$ cat config.mk
export PLATFORM = sky130hd
export DESIGN_NAME = pn3_lerp
export DESIGN_NICKNAME = d
export VERILOG_FILES = /design/src/hdl/pn3_pkg.sv /design/src/hdl/pn3_lerp.sv
export SDC_FILE = /design/constraint.sdc
export NUM_CORES = 2
export LEC_CHECK = 0
export BUFFER_PORTS_ARGS = -buffer_cell sky130_fd_sc_hd__buf_4
export CORE_ASPECT_RATIO = 0.7
export CORE_UTILIZATION = 29
export DETAILED_ROUTE_END_ITERATION = 8
export PLACE_DENSITY = 0.53
export RECOVER_POWER = 50
export SLEW_MARGIN = 20
export SYNTH_ARGS = -nofsm -noshare
export SYNTH_HDL_FRONTEND = slang
export SYNTH_SLANG_ARGS = --single-unit
$ cat constraint.sdc
create_clock -name clk -period 7.5 [get_ports clk]
set_input_delay 0.375 -clock clk [delete_from_list [all_inputs] [get_ports clk]]
set_output_delay 0.375 -clock clk [all_outputs]
set_load 0.1 [all_outputs]
$ cat src/hdl/pn3_pkg.sv
// Shared types, constants and the permutation ROM of the 3D gradient noise block.
`default_nettype none

package pn3_pkg;

    // Request codes carried by req_type.
    localparam logic REQ_EVAL = 1'b0;
    localparam logic REQ_LOAD = 1'b1;

    // Corner dot products and blends: three Q1.15 by Q.16 products summed, Q.31.
    localparam int CORNER_W = 35;
    // Smoothstep weight in Q0.16, range 0 to 65536.
    localparam int WEIGHT_W = 17;
    // One gradient entry: x, y and z components of Q1.15 each.
    localparam int GRAD_W   = 48;
    // Output word width, Q2.16.
    localparam int NOISE_W  = 18;

    typedef logic signed [CORNER_W-1:0] corner_t;
    typedef logic [WEIGHT_W-1:0]        weight_t;
    typedef logic [GRAD_W-1:0]          grad_t;

    localparam logic [7:0] PERM_ROM [256] = '{
        8'd151, 8'd160, 8'd137, 8'd91,  8'd90,  8'd15,  8'd131, 8'd13,
        8'd201, 8'd95,  8'd96,  8'd53,  8'd194, 8'd233, 8'd7,   8'd225,
        8'd140, 8'd36,  8'd103, 8'd30,  8'd69,  8'd142, 8'd8,   8'd99,
        8'd37,  8'd240, 8'd21,  8'd10,  8'd23,  8'd190, 8'd6,   8'd148,
        8'd247, 8'd120, 8'd234, 8'd75,  8'd0,   8'd26,  8'd197, 8'd62,
        8'd94,  8'd252, 8'd219, 8'd203, 8'd117, 8'd35,  8'd11,  8'd32,
        8'd57,  8'd177, 8'd33,  8'd88,  8'd237, 8'd149, 8'd56,  8'd87,
        8'd174, 8'd20,  8'd125, 8'd136, 8'd171, 8'd168, 8'd68,  8'd175,
        8'd74,  8'd165, 8'd71,  8'd134, 8'd139, 8'd48,  8'd27,  8'd166,
        8'd77,  8'd146, 8'd158, 8'd231, 8'd83,  8'd111, 8'd229, 8'd122,
        8'd60,  8'd211, 8'd133, 8'd230, 8'd220, 8'd105, 8'd92,  8'd41,
        8'd55,  8'd46,  8'd245, 8'd40,  8'd244, 8'd102, 8'd143, 8'd54,
        8'd65,  8'd25,  8'd63,  8'd161, 8'd1,   8'd216, 8'd80,  8'd73,
        8'd209, 8'd76,  8'd132, 8'd187, 8'd208, 8'd89,  8'd18,  8'd169,
        8'd200, 8'd196, 8'd135, 8'd130, 8'd116, 8'd188, 8'd159, 8'd86,
        8'd164, 8'd100, 8'd109, 8'd198, 8'd173, 8'd186, 8'd3,   8'd64,
        8'd52,  8'd217, 8'd226, 8'd250, 8'd124, 8'd123, 8'd5,   8'd202,
        8'd38,  8'd147, 8'd118, 8'd126, 8'd255, 8'd82,  8'd85,  8'd212,
        8'd207, 8'd206, 8'd59,  8'd227, 8'd47,  8'd16,  8'd58,  8'd17,
        8'd182, 8'd189, 8'd28,  8'd42,  8'd223, 8'd183, 8'd170, 8'd213,
        8'd119, 8'd248, 8'd152, 8'd2,   8'd44,  8'd154, 8'd163, 8'd70,
        8'd221, 8'd153, 8'd101, 8'd155, 8'd167, 8'd43,  8'd172, 8'd9,
        8'd129, 8'd22,  8'd39,  8'd253, 8'd19,  8'd98,  8'd108, 8'd110,
        8'd79,  8'd113, 8'd224, 8'd232, 8'd178, 8'd185, 8'd112, 8'd104,
        8'd218, 8'd246, 8'd97,  8'd228, 8'd251, 8'd34,  8'd242, 8'd193,
        8'd238, 8'd210, 8'd144, 8'd12,  8'd191, 8'd179, 8'd162, 8'd241,
        8'd81,  8'd51,  8'd145, 8'd235, 8'd249, 8'd14,  8'd239, 8'd107,
        8'd49,  8'd192, 8'd214, 8'd31,  8'd181, 8'd199, 8'd106, 8'd157,
        8'd184, 8'd84,  8'd204, 8'd176, 8'd115, 8'd121, 8'd50,  8'd45,
        8'd127, 8'd4,   8'd150, 8'd254, 8'd138, 8'd236, 8'd205, 8'd93,
        8'd222, 8'd114, 8'd67,  8'd29,  8'd24,  8'd72,  8'd243, 8'd141,
        8'd128, 8'd195, 8'd78,  8'd66,  8'd215, 8'd61,  8'd156, 8'd180
    };

    function automatic logic [7:0] perm_lookup(input logic [7:0] idx);
        return PERM_ROM[idx];
    endfunction

endpackage

`default_nettype wire

$ cat src/hdl/pn3_lerp.sv
// Three-stage pipelined linear blend a + floor(w * (b - a) / 2^16).
`default_nettype none

module pn3_lerp
    import pn3_pkg::*;
(
    input  wire logic    clk,
    input  wire corner_t a,
    input  wire corner_t b,
    input  wire weight_t w,
    output corner_t      y
);

    logic signed [CORNER_W:0]            diff_reg;
    corner_t                             a1_reg;
    weight_t                             w1_reg;
    logic signed [CORNER_W+WEIGHT_W+1:0] prod_reg;
    corner_t                             a2_reg;
    corner_t                             y_reg;
    logic signed [CORNER_W+WEIGHT_W+1:0] shifted;

    // The blended value always lies between a and b, so it fits a corner word.
    assign shifted = prod_reg >>> 16;

    always_ff @(posedge clk)
    begin
        diff_reg <= (CORNER_W+1)'(b) - (CORNER_W+1)'(a);
        a1_reg   <= a;
        w1_reg   <= w;
        prod_reg <= $signed({1'b0, w1_reg}) * diff_reg;
        a2_reg   <= a1_reg;
        y_reg    <= a2_reg + shifted[CORNER_W-1:0];
    end

    assign y = y_reg;

endmodule

`default_nettype wire

==> run summary <==
CP cell instances - buf_4, and2_1, fa_1, inv_1, fa_1, fa_1, fa_1, inv_1, fa_1, fa_1, ha_1, o21a_1, o2111ai_1, a211o_1, o211ai_4, o21ai_2, o41ai_2, buf_4, a211o_1, a21oi_1, xnor2_1
RSZ-0062 raised after global routing - false
vias in the first global route - 20219
1st-iter DRT viols - 1053
max-cap viol count - 0
area grow syn2layout - 13.83%
area fraction in compound gates after synthesis - 6.072%
placed insts - 4242
Port Buf Inserts - 122
GRT Residual Overflow - 0
post-layout min period - 7.051 ns
register bit total from synthesis - 193
Final ANT Viol Nets - 0
maximum clock insertion buffer count - 2
Final Setup Violations - 0
skew final - 0.02440 ns
Final Hold Fails - 0
Synth Area per Inst - 9.225 sq um
Synth cell types - 60
commonest non-fill, non-tap cell in the layout - inv_1
CP peak stage delay - 0.75 ns
status - finished, final reports clean
flip-flop count of the largest register after layout - 36
crit path launch type - flop
Max Slew Vio Count - 0
WHS Path Cells - 4
Mapped Area - 26890 sq um
CP max-delay cell - dfxtp_1
Post-Synth XOR/XNOR Area - 3.355%
Routed WL - 74460 um
WP data required - 7.89 ns
sequential fraction of the synthesis area - 14.37%
H-Tree Level Count - 4
Non-Filler Instances - 4325
Die W - 366.0 um
crit share post-route - 94.01%
TritonCTS clock tree - built
flop2flop setup slack - 0.45 ns
Worst Hold Path EP - diff_reg[0]
share of layout cells above drive strength 1 - 6.408%
mux cell area share after synthesis - 0.03722%
crit path launch - diff_reg[9]
Num CTS Buffers - 17
Setup Fix Bufs, Post-CTS - 0
main combinational cell family by area after synthesis - adder cells
Final GP Congestion - 0.8743
number of synthesis warnings - 0
Residual DRC - 0
Vias - 19064
most used cell, CP - fa_1
Critical Path End Type - flop
Hold Path Class - input port to flop
achievable frequency - 0.1418 GHz
Final WS setup - 0.4490 ns
Clock transition at path regs - 0.09 ns
hold_sp - b[0]
Post-synth EDFFs - 0
Starting Density - 29.25%
r2r endpoint - prod_reg[50]
critical path class - flop to flop
RR Startpoint - diff_reg[9]
CTS sink cnt - 193
drt first pass iters - 8
vias per cell - 4.408
Max FO, Critical Path - 11
Rows - 93
Die ar. - 93970 sq um
synthesized instance count - 2915
largest net degree at the start of global routing - 37
GRT Util Overall - 16.68%
most common flop cell mapped by yosys - dfxtp_1
commonest non-fill, non-tap cells in the layout - inv_1 (703), fa_1 (561), nand2_1 (411)
nets@finish - 3911
setup_tns - 0 ns
WL per Instance - 17.22 um
WHS - 0.2124 ns
CTS Root Buffer Type - clkbuf_16
Worst R2R Path Depth - 21
Synth async-reset ratio - 0%
syn nets - 3749
Die Ht - 256.8 um
ant diodes - 0
crit path DAT - 7.45 ns
pre-CTS WS - 0.4481 ns
core area - 91930 sq um
initial antenna violation count - 4
Worst-Skew Late Latency - 0.52 ns
post-synthesis simple-gate area fraction - 14.53%
I/O pins - 123
first-pass GRT wire length - 119100 um
detailed placement HPWL - 61810 um
area of the multi-input gates - 20000 sq um
FF/Latch Area - 3867 sq um
Synth Area in Adders - 50.37%
Layout fillers - 9677
Max-slew headroom - 22.54%
pin slew with the least headroom to its limit - 1.167 ns
stage by stage:
step	util [%]	cell area, sq um
4_1_cts	33.47	30770
3_5_place_dp	32.23	29630
5_1_grt	33.30	30610
2_1_floorplan	-	26890
6_report	33.30	30610
3_3_place_gp	32.23	29630
metal layers:
| metal | wire, um | up-vias | part of all wire, % | global-route usage [%] |
|---|---|---|---|---|
| li1 | - | 8940 | - | - |
| met1 | 38880 | 9544 | 52 | 25.77 |
| met2 | 28800 | 527 | 39 | 22.82 |
| met3 | 5580 | 51 | 7.5 | 4.229 |
| met4 | 1185 | 2 | 1.6 | 3.766 |
| met5 | 7 | - | 0.0094 | 0 |
area by class of cell:
class | count | area share [%]
multi-input cells | 1915 | 65.33
flip-flops and latches | 193 | 12.63
inverters | 703 | 8.621
repair buffers | 247 | 6.315
well taps | 1235 | 5.048
clock buffers | 17 | 1.390
clock inverters | 15 | 0.6581
worst max path at each step:
stage          cells after the start      endpoint  slack (ns)
3_3_place_gp                      21  prod_reg[50]        0.53
6_report                          21  prod_reg[50]        0.45
2_1_floorplan                     25  prod_reg[45]        1.15
5_1_grt                           24  prod_reg[50]        0.12
4_1_cts                           23  prod_reg[50]        0.40
3_5_place_dp                      22  prod_reg[45]        0.45
critical path: cells and delay by family, from the launching register on:
kind	cells	cell delay (ns)
compound gates	8	2.10
xor+xnor	1	0.12
fa+ha+maj	7	3.13
buf+inv	4	0.62
flops	1	0.75
simple gates	1	0.17
synthesized netlist by cell type (4+ instances only):
| library cell | count | share of area [%] |
|---|---|---|
| a21o_1 | 22 | 0.61 |
| o21ai_0 | 37 | 0.69 |
| a21oi_1 | 82 | 1.5 |
| and2_1 | 242 | 5.6 |
| xnor2_1 | 78 | 2.5 |
| fa_1 | 561 | 42 |
| clkbuf_1 | 103 | 1.4 |
| a211oi_1 | 15 | 0.42 |
| o21bai_1 | 8 | 0.22 |
| o21ai_1 | 11 | 0.20 |
| nor2b_1 | 12 | 0.28 |
| a211o_1 | 5 | 0.16 |
| nor2_1 | 68 | 0.95 |
| inv_1 | 703 | 9.8 |
| and3_1 | 12 | 0.28 |
| dfxtp_1 | 193 | 14 |
| a31oi_1 | 4 | 0.093 |
| nor3_1 | 21 | 0.39 |
| ha_1 | 185 | 8.6 |
| and4_1 | 6 | 0.20 |
| nand2b_1 | 13 | 0.30 |
| nand2_1 | 411 | 5.7 |
| a21boi_0 | 4 | 0.11 |
| o21a_1 | 18 | 0.50 |
| xor2_1 | 25 | 0.81 |
| nand4_1 | 7 | 0.16 |
| nand3_1 | 12 | 0.22 |
cells by family (layout without fill, tap and decap cells):
| kind of cell | after synthesis | in the layout |
|---|---|---|
| mux | 1 | 1 |
| buf+inv | 807 | 982 |
| flops | 193 | 193 |
| fa+ha+maj | 746 | 746 |
| xor+xnor | 103 | 103 |
| compound gates | 247 | 247 |
| simple gates | 818 | 818 |
repair_timing:
action,CTS,global route
endpoints found under the setup margin,0,2
endpoints found under the hold margin,51,0
gates resized for setup,0,1
hold buffers,51,0
Power is not shown: default switching activity piles up to over one toggle a cycle in this logic, so the estimate is an artifact.
